===== src/sv/bbc_pkg.sv =====
`timescale 1ns / 1ps
// shared types, codes and constants of the block reference bitmap checker
package bbc_pkg;

    // default store depth in blocks
    localparam int MAX_BLOCKS_DEF = 1024;

    // configuration register widths and indexes
    localparam int CFG_W     = 11;
    localparam int CFG_IDX_W = 1;
    localparam logic [CFG_IDX_W-1:0] REG_FS_SIZE     = 1'd0;
    localparam logic [CFG_IDX_W-1:0] REG_DATA_BLOCKS = 1'd1;
    localparam logic [CFG_W-1:0]     FS_SIZE_RST     = 11'd1024;
    localparam logic [CFG_W-1:0]     DATA_BLOCKS_RST = 11'd0;

    // operation codes
    localparam logic [1:0] OP_LOAD  = 2'd0;
    localparam logic [1:0] OP_CHECK = 2'd1;
    localparam logic [1:0] OP_SWEEP = 2'd2;

    // status codes
    localparam logic [2:0] ST_OK              = 3'd0;
    localparam logic [2:0] ST_BAD_DIRECT      = 3'd1;
    localparam logic [2:0] ST_BAD_INDIRECT    = 3'd2;
    localparam logic [2:0] ST_MARKED_FREE     = 3'd3;
    localparam logic [2:0] ST_DIRECT_REUSED   = 3'd4;
    localparam logic [2:0] ST_INDIRECT_REUSED = 3'd5;
    localparam logic [2:0] ST_ALLOC_UNUSED    = 3'd6;

    // input item
    typedef struct packed {
        logic [1:0]  op;
        logic [6:0]  bitmap_byte_index;
        logic [7:0]  bitmap_byte;
        logic [31:0] block_addr;
        logic        ref_kind;
    } t_in_item;

    // result item
    typedef struct packed {
        logic [2:0] status;
        logic [9:0] offending_block;
    } t_out_item;

    // store access controls from the sequencer
    typedef struct packed {
        logic rd_en;
        logic al_we;
        logic us_we;
    } t_mem_ctl;

endpackage


===== src/sv/bbc_store.sv =====
`timescale 1ns / 1ps
// allocation bitmap and used map, eight blocks per row, registered read
module bbc_store #(
    parameter int ROWS = 128,
    parameter int RW   = 7
) (
    input  logic              i_clk,
    input  bbc_pkg::t_mem_ctl i_ctl,
    input  logic [RW-1:0]     i_row,
    input  logic [7:0]        i_al_wdata,
    input  logic [7:0]        i_us_wdata,
    output logic [7:0]        o_al_q,
    output logic [7:0]        o_us_q
);

    logic [7:0] r_alloc [ROWS];
    logic [7:0] r_used  [ROWS];
    logic [7:0] r_al_q;
    logic [7:0] r_us_q;

    // one shared row address, writes and registered reads
    always_ff @(posedge i_clk) begin
        if (i_ctl.al_we) begin
            r_alloc[i_row] <= i_al_wdata;
        end
        if (i_ctl.us_we) begin
            r_used[i_row] <= i_us_wdata;
        end
        if (i_ctl.rd_en) begin
            r_al_q <= r_alloc[i_row];
            r_us_q <= r_used[i_row];
        end
    end

    assign o_al_q = r_al_q;
    assign o_us_q = r_us_q;

endmodule


===== src/sv/bbc_ctrl.sv =====
`timescale 1ns / 1ps
// sequencer: clearing pass, bitmap load, reference check and sweep
module bbc_ctrl #(
    parameter int MAX_BLOCKS = bbc_pkg::MAX_BLOCKS_DEF,
    parameter int ROWS       = (MAX_BLOCKS + 7) / 8,
    parameter int RW         = $clog2(ROWS)
) (
    input  logic                      i_clk,
    input  logic                      i_rst_n,
    input  logic                      i_in_valid,
    output logic                      o_in_ready,
    input  bbc_pkg::t_in_item         i_in_data,
    output logic                      o_out_valid,
    input  logic                      i_out_ready,
    output bbc_pkg::t_out_item        o_out_data,
    input  logic [bbc_pkg::CFG_W-1:0] i_fs_size,
    input  logic [bbc_pkg::CFG_W-1:0] i_data_blocks,
    output bbc_pkg::t_mem_ctl         o_mem_ctl,
    output logic [RW-1:0]             o_mem_row,
    output logic [7:0]                o_al_wdata,
    output logic [7:0]                o_us_wdata,
    input  logic [7:0]                i_al_q,
    input  logic [7:0]                i_us_q
);

    typedef enum logic [2:0] {
        S_CLEAR,
        S_IDLE,
        S_CHECK,
        S_SWEEP,
        S_DONE
    } t_state;

    t_state                    r_state, n_state;
    logic [RW-1:0]             r_clr_row, n_clr_row;
    logic [31:0]               r_addr, n_addr;
    logic                      r_kind, n_kind;
    logic [bbc_pkg::CFG_W-1:0] r_blk, n_blk;
    logic [bbc_pkg::CFG_W-1:0] r_pblk, n_pblk;
    logic                      r_pv, n_pv;
    logic [2:0]                r_status, n_status;
    logic [9:0]                r_offender, n_offender;
    logic                      r_out_valid, n_out_valid;
    bbc_pkg::t_out_item        r_out, n_out;

    logic [bbc_pkg::CFG_W-1:0] eff;
    logic [bbc_pkg::CFG_W-1:0] nd;
    logic [bbc_pkg::CFG_W-1:0] lo;
    logic                      accept;
    logic                      out_free;

    // effective data range from the configuration
    always_comb begin
        eff = (32'(i_fs_size) > 32'(MAX_BLOCKS)) ? bbc_pkg::CFG_W'(MAX_BLOCKS) : i_fs_size;
        nd  = (i_data_blocks > eff) ? eff : i_data_blocks;
        lo  = eff - nd;
    end

    assign o_in_ready = (r_state == S_IDLE);
    assign accept     = i_in_valid && o_in_ready;
    assign out_free   = !r_out_valid || i_out_ready;

    // next state and store access
    always_comb begin
        n_state     = r_state;
        n_clr_row   = r_clr_row;
        n_addr      = r_addr;
        n_kind      = r_kind;
        n_blk       = r_blk;
        n_pblk      = r_pblk;
        n_pv        = r_pv;
        n_status    = r_status;
        n_offender  = r_offender;
        n_out_valid = r_out_valid;
        n_out       = r_out;
        o_mem_ctl   = '0;
        o_mem_row   = '0;
        o_al_wdata  = '0;
        o_us_wdata  = '0;

        // result taken downstream
        if (r_out_valid && i_out_ready) begin
            n_out_valid = 1'b0;
        end

        case (r_state)
            S_CLEAR: begin
                o_mem_ctl.al_we = 1'b1;
                o_mem_ctl.us_we = 1'b1;
                o_mem_row       = r_clr_row;
                if (r_clr_row == RW'(ROWS - 1)) begin
                    n_state = S_IDLE;
                end else begin
                    n_clr_row = r_clr_row + RW'(1);
                end
            end
            S_IDLE: begin
                if (accept) begin
                    n_status   = bbc_pkg::ST_OK;
                    n_offender = '0;
                    case (i_in_data.op)
                        bbc_pkg::OP_LOAD: begin
                            // bytes past the store are dropped
                            if (32'(i_in_data.bitmap_byte_index) < 32'(ROWS)) begin
                                o_mem_ctl.al_we = 1'b1;
                                o_mem_row       = RW'(i_in_data.bitmap_byte_index);
                                o_al_wdata      = i_in_data.bitmap_byte;
                            end
                            n_state = S_DONE;
                        end
                        bbc_pkg::OP_CHECK: begin
                            o_mem_ctl.rd_en = 1'b1;
                            o_mem_row       = RW'(i_in_data.block_addr >> 3);
                            n_addr          = i_in_data.block_addr;
                            n_kind          = i_in_data.ref_kind;
                            n_state         = S_CHECK;
                        end
                        bbc_pkg::OP_SWEEP: begin
                            n_blk   = lo;
                            n_pv    = 1'b0;
                            n_state = S_SWEEP;
                        end
                        default: begin
                            n_state = S_DONE;
                        end
                    endcase
                end
            end
            S_CHECK: begin
                // range, allocation and reuse checks on the fetched row
                o_mem_row = RW'(r_addr >> 3);
                if (r_addr != 32'd0) begin
                    if (r_addr < 32'(lo) || r_addr >= 32'(eff)) begin
                        n_status = r_kind ? bbc_pkg::ST_BAD_INDIRECT
                                          : bbc_pkg::ST_BAD_DIRECT;
                    end else if (!i_al_q[r_addr[2:0]]) begin
                        n_status = bbc_pkg::ST_MARKED_FREE;
                    end else if (i_us_q[r_addr[2:0]]) begin
                        n_status = r_kind ? bbc_pkg::ST_INDIRECT_REUSED
                                          : bbc_pkg::ST_DIRECT_REUSED;
                    end else begin
                        o_mem_ctl.us_we = 1'b1;
                        o_us_wdata      = i_us_q | (8'h01 << r_addr[2:0]);
                    end
                end
                n_state = S_DONE;
            end
            S_SWEEP: begin
                // fetch one block per cycle, test the previous fetch
                if (r_blk < eff) begin
                    o_mem_ctl.rd_en = 1'b1;
                    o_mem_row       = RW'(r_blk >> 3);
                    n_blk           = r_blk + bbc_pkg::CFG_W'(1);
                    n_pblk          = r_blk;
                    n_pv            = 1'b1;
                end else begin
                    n_pv = 1'b0;
                end
                if (r_pv && i_al_q[r_pblk[2:0]] && !i_us_q[r_pblk[2:0]]) begin
                    n_status   = bbc_pkg::ST_ALLOC_UNUSED;
                    n_offender = 10'(r_pblk);
                    n_state    = S_DONE;
                end else if (!r_pv && r_blk >= eff) begin
                    n_state = S_DONE;
                end
            end
            S_DONE: begin
                if (out_free) begin
                    n_out_valid           = 1'b1;
                    n_out.status          = r_status;
                    n_out.offending_block = r_offender;
                    n_state               = S_IDLE;
                end
            end
            default: begin
                n_state = S_IDLE;
            end
        endcase
    end

    // state and registered outputs
    always_ff @(posedge i_clk) begin
        if (!i_rst_n) begin
            r_state     <= S_CLEAR;
            r_clr_row   <= '0;
            r_pv        <= 1'b0;
            r_out_valid <= 1'b0;
        end else begin
            r_state     <= n_state;
            r_clr_row   <= n_clr_row;
            r_pv        <= n_pv;
            r_out_valid <= n_out_valid;
        end
        r_addr     <= n_addr;
        r_kind     <= n_kind;
        r_blk      <= n_blk;
        r_pblk     <= n_pblk;
        r_status   <= n_status;
        r_offender <= n_offender;
        r_out      <= n_out;
    end

    assign o_out_valid = r_out_valid;
    assign o_out_data  = r_out;

endmodule


===== src/sv/block_reference_bitmap_checker_core.sv =====
`timescale 1ns / 1ps
// load: writes the bitmap byte, result registered; reference check: row fetch, then test
// sweep: walks the data range, stops at the first allocated but unused block
// throughput: one item at a time; the next input is taken once the result is registered
// reset: synchronous; config to fs_size 1024, data_blocks 0, then a clearing pass
// zeroes both maps, input not ready until it is done
// top level of the block reference bitmap checker
module block_reference_bitmap_checker_core #(
    parameter int MAX_BLOCKS = bbc_pkg::MAX_BLOCKS_DEF
) (
    input  logic                          i_clk,
    input  logic                          i_rst_n,
    input  logic                          i_in_valid,
    output logic                          o_in_ready,
    input  bbc_pkg::t_in_item             i_in_data,
    output logic                          o_out_valid,
    input  logic                          i_out_ready,
    output bbc_pkg::t_out_item            o_out_data,
    input  logic                          i_cfg_valid,
    output logic                          o_cfg_ready,
    input  logic [bbc_pkg::CFG_IDX_W-1:0] i_cfg_index,
    input  logic [bbc_pkg::CFG_W-1:0]     i_cfg_data
);

    localparam int ROWS = (MAX_BLOCKS + 7) / 8;
    localparam int RW   = $clog2(ROWS);

    logic [bbc_pkg::CFG_W-1:0] r_fs_size;
    logic [bbc_pkg::CFG_W-1:0] r_data_blocks;
    bbc_pkg::t_mem_ctl         mem_ctl;
    logic [RW-1:0]             mem_row;
    logic [7:0]                al_wdata;
    logic [7:0]                us_wdata;
    logic [7:0]                al_q;
    logic [7:0]                us_q;

    // configuration registers, always ready
    assign o_cfg_ready = 1'b1;

    always_ff @(posedge i_clk) begin
        if (!i_rst_n) begin
            r_fs_size     <= bbc_pkg::FS_SIZE_RST;
            r_data_blocks <= bbc_pkg::DATA_BLOCKS_RST;
        end else if (i_cfg_valid) begin
            case (i_cfg_index)
                bbc_pkg::REG_FS_SIZE:     r_fs_size     <= i_cfg_data;
                bbc_pkg::REG_DATA_BLOCKS: r_data_blocks <= i_cfg_data;
                default: begin
                end
            endcase
        end
    end

    // sequencer
    bbc_ctrl #(
        .MAX_BLOCKS (MAX_BLOCKS),
        .ROWS       (ROWS),
        .RW         (RW)
    ) u_ctrl (
        .i_clk         (i_clk),
        .i_rst_n       (i_rst_n),
        .i_in_valid    (i_in_valid),
        .o_in_ready    (o_in_ready),
        .i_in_data     (i_in_data),
        .o_out_valid   (o_out_valid),
        .i_out_ready   (i_out_ready),
        .o_out_data    (o_out_data),
        .i_fs_size     (r_fs_size),
        .i_data_blocks (r_data_blocks),
        .o_mem_ctl     (mem_ctl),
        .o_mem_row     (mem_row),
        .o_al_wdata    (al_wdata),
        .o_us_wdata    (us_wdata),
        .i_al_q        (al_q),
        .i_us_q        (us_q)
    );

    // bitmap and used map
    bbc_store #(
        .ROWS (ROWS),
        .RW   (RW)
    ) u_store (
        .i_clk      (i_clk),
        .i_ctl      (mem_ctl),
        .i_row      (mem_row),
        .i_al_wdata (al_wdata),
        .i_us_wdata (us_wdata),
        .o_al_q     (al_q),
        .o_us_q     (us_q)
    );

endmodule


===== config.mk =====
export PLATFORM = sky130hd
export DESIGN_NAME = block_reference_bitmap_checker_core
export DESIGN_NICKNAME = d
export VERILOG_FILES = /design/src/sv/bbc_pkg.sv /design/src/sv/bbc_store.sv /design/src/sv/bbc_ctrl.sv /design/src/sv/block_reference_bitmap_checker_core.sv
export SDC_FILE = /design/constraint.sdc
export NUM_CORES = 2
export LEC_CHECK = 0
export ABC_AREA = 1
export BUFFER_PORTS_ARGS = -buffer_cell sky130_fd_sc_hd__buf_2
export CELL_PAD_IN_SITES_DETAIL_PLACEMENT = 0
export CELL_PAD_IN_SITES_GLOBAL_PLACEMENT = 1
export CORE_ASPECT_RATIO = 1.4
export CORE_MARGIN = 4
export CORE_UTILIZATION = 45
export CTS_BUF_LIST = sky130_fd_sc_hd__clkbuf_4 sky130_fd_sc_hd__clkbuf_8
export DETAILED_ROUTE_END_ITERATION = 8
export PLACE_DENSITY_LB_ADDON = 0.1
export SYNTH_ARGS = -nofsm -noshare
export SYNTH_HDL_FRONTEND = slang
export SYNTH_SLANG_ARGS = --single-unit
export TNS_END_PERCENT = 1

===== constraint.sdc =====
create_clock -name i_clk -period 18.65 [get_ports i_clk]
set_clock_uncertainty 0.05 [all_clocks]
set_input_delay 0.9325 -clock i_clk [delete_from_list [all_inputs] [get_ports i_clk]]
set_output_delay 0.9325 -clock i_clk [all_outputs]
set_load 0.05 [all_outputs]

==> flow_summary.toml <==
[yosys]
ys_seq_elements = 2178
ys_types = 50
ys_warn_count = 0
postSynthAreaPerCell_um2 = 9.93
synth_nets = 9756
netlist_area_um2 = 95700
synth_cells = 9630
synth_seq_area_share_pct = 68.0
synth-edff-count = 2144
synth-main-ff-cell = "edfxtp_1"
synthArstFlopShare_pct = 0

[setup_path]
cp_common_cell = "nand2_1"
critical_path.max_fanout = 65
worst_setup_path_end_kind = "flop"
slowest_delay_ps = 880
crit_buf_inv = 8
slowest_stage = "buf_4"
critPathKind = "flop to flop"
cp-start-kind = "flop"
arrival_ps = 10000
crit_family = "buffers and inverters"
critPathRequiredTime_ps = 19190

[sta]
hold_viol_final = 0
finalCritPeriodShare_pct = 50.7
clock.fmax_mhz = 106
slew_headroom_pct = 13.1
tightestPinTransition_ps = 1300
setup_viol = 0
rsz0062_at_grt = "no"
setup_tns_ps = 0
holdWs_ps = 79.1
fin_crit_ps = 9450
slew_viol_final = 0

[run]
drv_cap = 0

[grt]
grt_usage_pct = 28.2
grt_pass1_wl_um = 458000
antenna_found_initial = 2
grt_overflow_total = 0
grt_max_degree = 207
grt_pass1_vias = 67500

[placed_design]
gp_congestion = 0.867
port-buffer-count = 81
placedCellCount = 12100
post-dp-hpwl_um = 191000

[cts]
root_buffer = "clkbuf_8"
clkTransAtPathRegs_ps = 60
cts_tree = "done"
clock-sinks = 2178
post-cts-setup-buffer-count = 0
cts-htree-levels = 5
cts_buffer_depth = 4
cts_hold_buf = 0
insertion_delay_ps = 980
numCtsBuffers = 347
cts_resized = 0

[pwr]
p_sw_share_pct = 24.9
p_int_mw = 7.67
p_comb_share_pct = 8.3
p_leak_nw = 44.1
p_sw_mw = 2.54
pwr-share-clk_pct = 39.6
power_frac_seq_pct = 52.2
vdd_drop_max_uv = 59.8
power_density_nw_per_um2 = 97.0

[detailed_routing]
wirelength_um = 316000
drt_iter0_drc = 6068
vias_per_cell = 5.37
drc = 0
drt_pass1_iterations = 6
vias = 68400
routedWlPerCell_um = 24.8
ant_nets = 0

[floorplan]
fp.dieH_um = 554
io_pins = 83
dieArea_um2 = 220000
coreArea_um2 = 212000
initial_utilization_pct = 45.2
fp-row-count = 200
die_x_um = 398

[cells_and_area]
post-route-util_pct = 49.7
fin_cells = 12700
drive_above_1_share_pct = 8.45
nets = 9770
area_growth_pct = 9.99
fillers = 19800

[outcome]
status = "complete, no violations"

[worst_hold_path]
hold_class = "input pin to flop"
## kinds of logic (layout without fill, tap and decap cells)
family	after synthesis	after routing	share of synthesized area [%]
AOI/OAI and AO/OA	307	307	1.71
xor gates and xnor gates	12	12	0.110
adders and majority gates	59	59	0.779
buffers and inverters	691	957	3.12
DFF	2178	2178	68.0
other	1	4	0.00392
and+or+nand+nor	6382	6382	26.3
## through the flow
| stage | setup WS (ps) | instance area, um2 | power [mW] |
|---|---|---|---|
| after floorplan | 9100 | 95700 | 5.98 |
| after global placement | 9040 | 98600 | 6.27 |
| after detailed placement | 9240 | 98600 | 6.27 |
| after CTS | 9150 | 105000 | 10.3 |
| after global routing | 8320 | 105000 | 10.6 |
| final | 9200 | 105000 | 10.2 |
## path summary, 6_finish.rpt
kind         slack (ps)                    to                  from  cells past startpoint
max                9200  u_store.r_used[9][0]          r_fs_size[6]                     39
min reg2reg         370  u_ctrl.o_out_data[8]  u_ctrl.r_offender[8]                      0
min                  80     u_ctrl.r_addr[18]         i_in_data[19]                      1
max reg2reg        9200  u_store.r_used[9][0]          r_fs_size[6]                     39
## worst reg2reg max path, delay by kind of cell, from the launching register on
family                     cells  cell delay, ps
and+or+nand+nor               16            2410
adders and majority gates      3             950
DFF                            1             330
AOI/OAI and AO/OA             11            1930
buffers and inverters          8            3250
xor gates and xnor gates       1             160
## area by class of cell
type                            count  area [um2]  area share [%]
Clock buffer                      467        5710            5.43
Tap cell                         2828        3540            3.36
Sequential cell                  2178       65100            61.8
Inverter                          134         532           0.505
Clock inverter                    134         902           0.857
Timing Repair Buffer              222        1630            1.55
Antenna cell                        3        7.51         0.00713
Multi-Input combinational cell   6761       27800            26.5
## power by group through the flow
stage,registers (mW),clock network (mW),logic (mW)
after floorplan,5.43,0,0.548
after global routing,5.32,4.33,0.937
after global placement,5.43,0,0.846
after CTS,5.33,4.11,0.846
after detailed placement,5.43,0,0.842
final,5.33,4.04,0.842
## per-layer routing
layer  share of wire, %  global-route usage (%)  wire, um  up-vias
met4                5.2                    13.2     16600        0
met2                 50                    48.6    158000     2358
met1                 39                    34.9    122000    33400
met3                6.0                    4.06     18900      616
li1                   -                       -         -    32000
met5                  0                       0         0        -
## Yosys cell counts, types with 3 or more instances
| cell type | instances | share of area [%] |
|---|---|---|
| inv_1 | 118 | 0.46 |
| nor4_1 | 10 | 0.065 |
| o311ai_0 | 4 | 0.037 |
| nand2_2 | 10 | 0.065 |
| buf_2 | 210 | 1.1 |
| buf_1 | 60 | 0.24 |
| o21ai_1 | 10 | 0.052 |
| buf_4 | 31 | 0.24 |
| nand4_1 | 13 | 0.085 |
| o22ai_1 | 7 | 0.046 |
| xor2_1 | 7 | 0.064 |
| a22oi_1 | 3 | 0.024 |
| xnor2_1 | 5 | 0.046 |
| a21oi_1 | 184 | 0.96 |
| edfxtp_1 | 2144 | 67 |
| nor2_1 | 449 | 1.8 |
| nor2_4 | 5 | 0.059 |
| o211ai_1 | 4 | 0.031 |
| o21ai_0 | 75 | 0.39 |
| o2111ai_1 | 4 | 0.037 |
| a31oi_1 | 3 | 0.020 |
| dfxtp_1 | 34 | 0.71 |
| nor3_1 | 11 | 0.058 |
| ha_1 | 58 | 0.76 |
| inv_2 | 13 | 0.051 |
| or2_2 | 4 | 0.026 |
| clkbuf_1 | 255 | 1.0 |
| nand2_1 | 5100 | 20 |
| nor2_2 | 20 | 0.13 |
| a211oi_1 | 4 | 0.031 |
| nand3_1 | 751 | 3.9 |
## registers in the layout, summed over array words and instances (netlist names)
register / cells
r_data_blocks: 11
r_fs_size: 11
u_ctrl.o_out_data: 13
u_ctrl.o_out_valid: 1
u_ctrl.r_addr: 32
u_ctrl.r_blk: 11
u_ctrl.r_clr_row: 7
u_ctrl.r_kind: 1
u_ctrl.r_offender: 10
u_ctrl.r_pblk: 10
u_ctrl.r_pv: 1
u_ctrl.r_state: 3
u_ctrl.r_status: 3
u_store.o_al_q: 8
u_store.o_us_q: 8
u_store.r_alloc: 1024
u_store.r_used: 1024
## layout by cell type, fill, tap and decap left out, types with 4 or more instances in the layout
cell type	count
nor2_1	437
o211ai_1	4
ha_1	58
xnor2_1	5
o21ai_1	9
clkinv_2	37
a21oi_4	5
clkinv_1	71
o21ai_0	75
nand2_1	5100
clkbuf_4	114
dfxtp_1	34
buf_4	128
edfxtp_1	2144
xor2_1	7
inv_1	113
nand2_2	8
a21oi_1	179
nor4_1	9
nand3_1	751
nand4_1	13
clkinvlp_4	14
inv_8	5
nor2_4	20
a211oi_1	4
o2111ai_1	4
o311ai_0	4
nor2_2	17
buf_2	81
buf_12	13
nor3_1	11
bufinv_16	10
or2_2	4
inv_2	14
o22ai_1	7
clkbuf_8	353
Note: power is estimated with default switching activity, not from simulation.
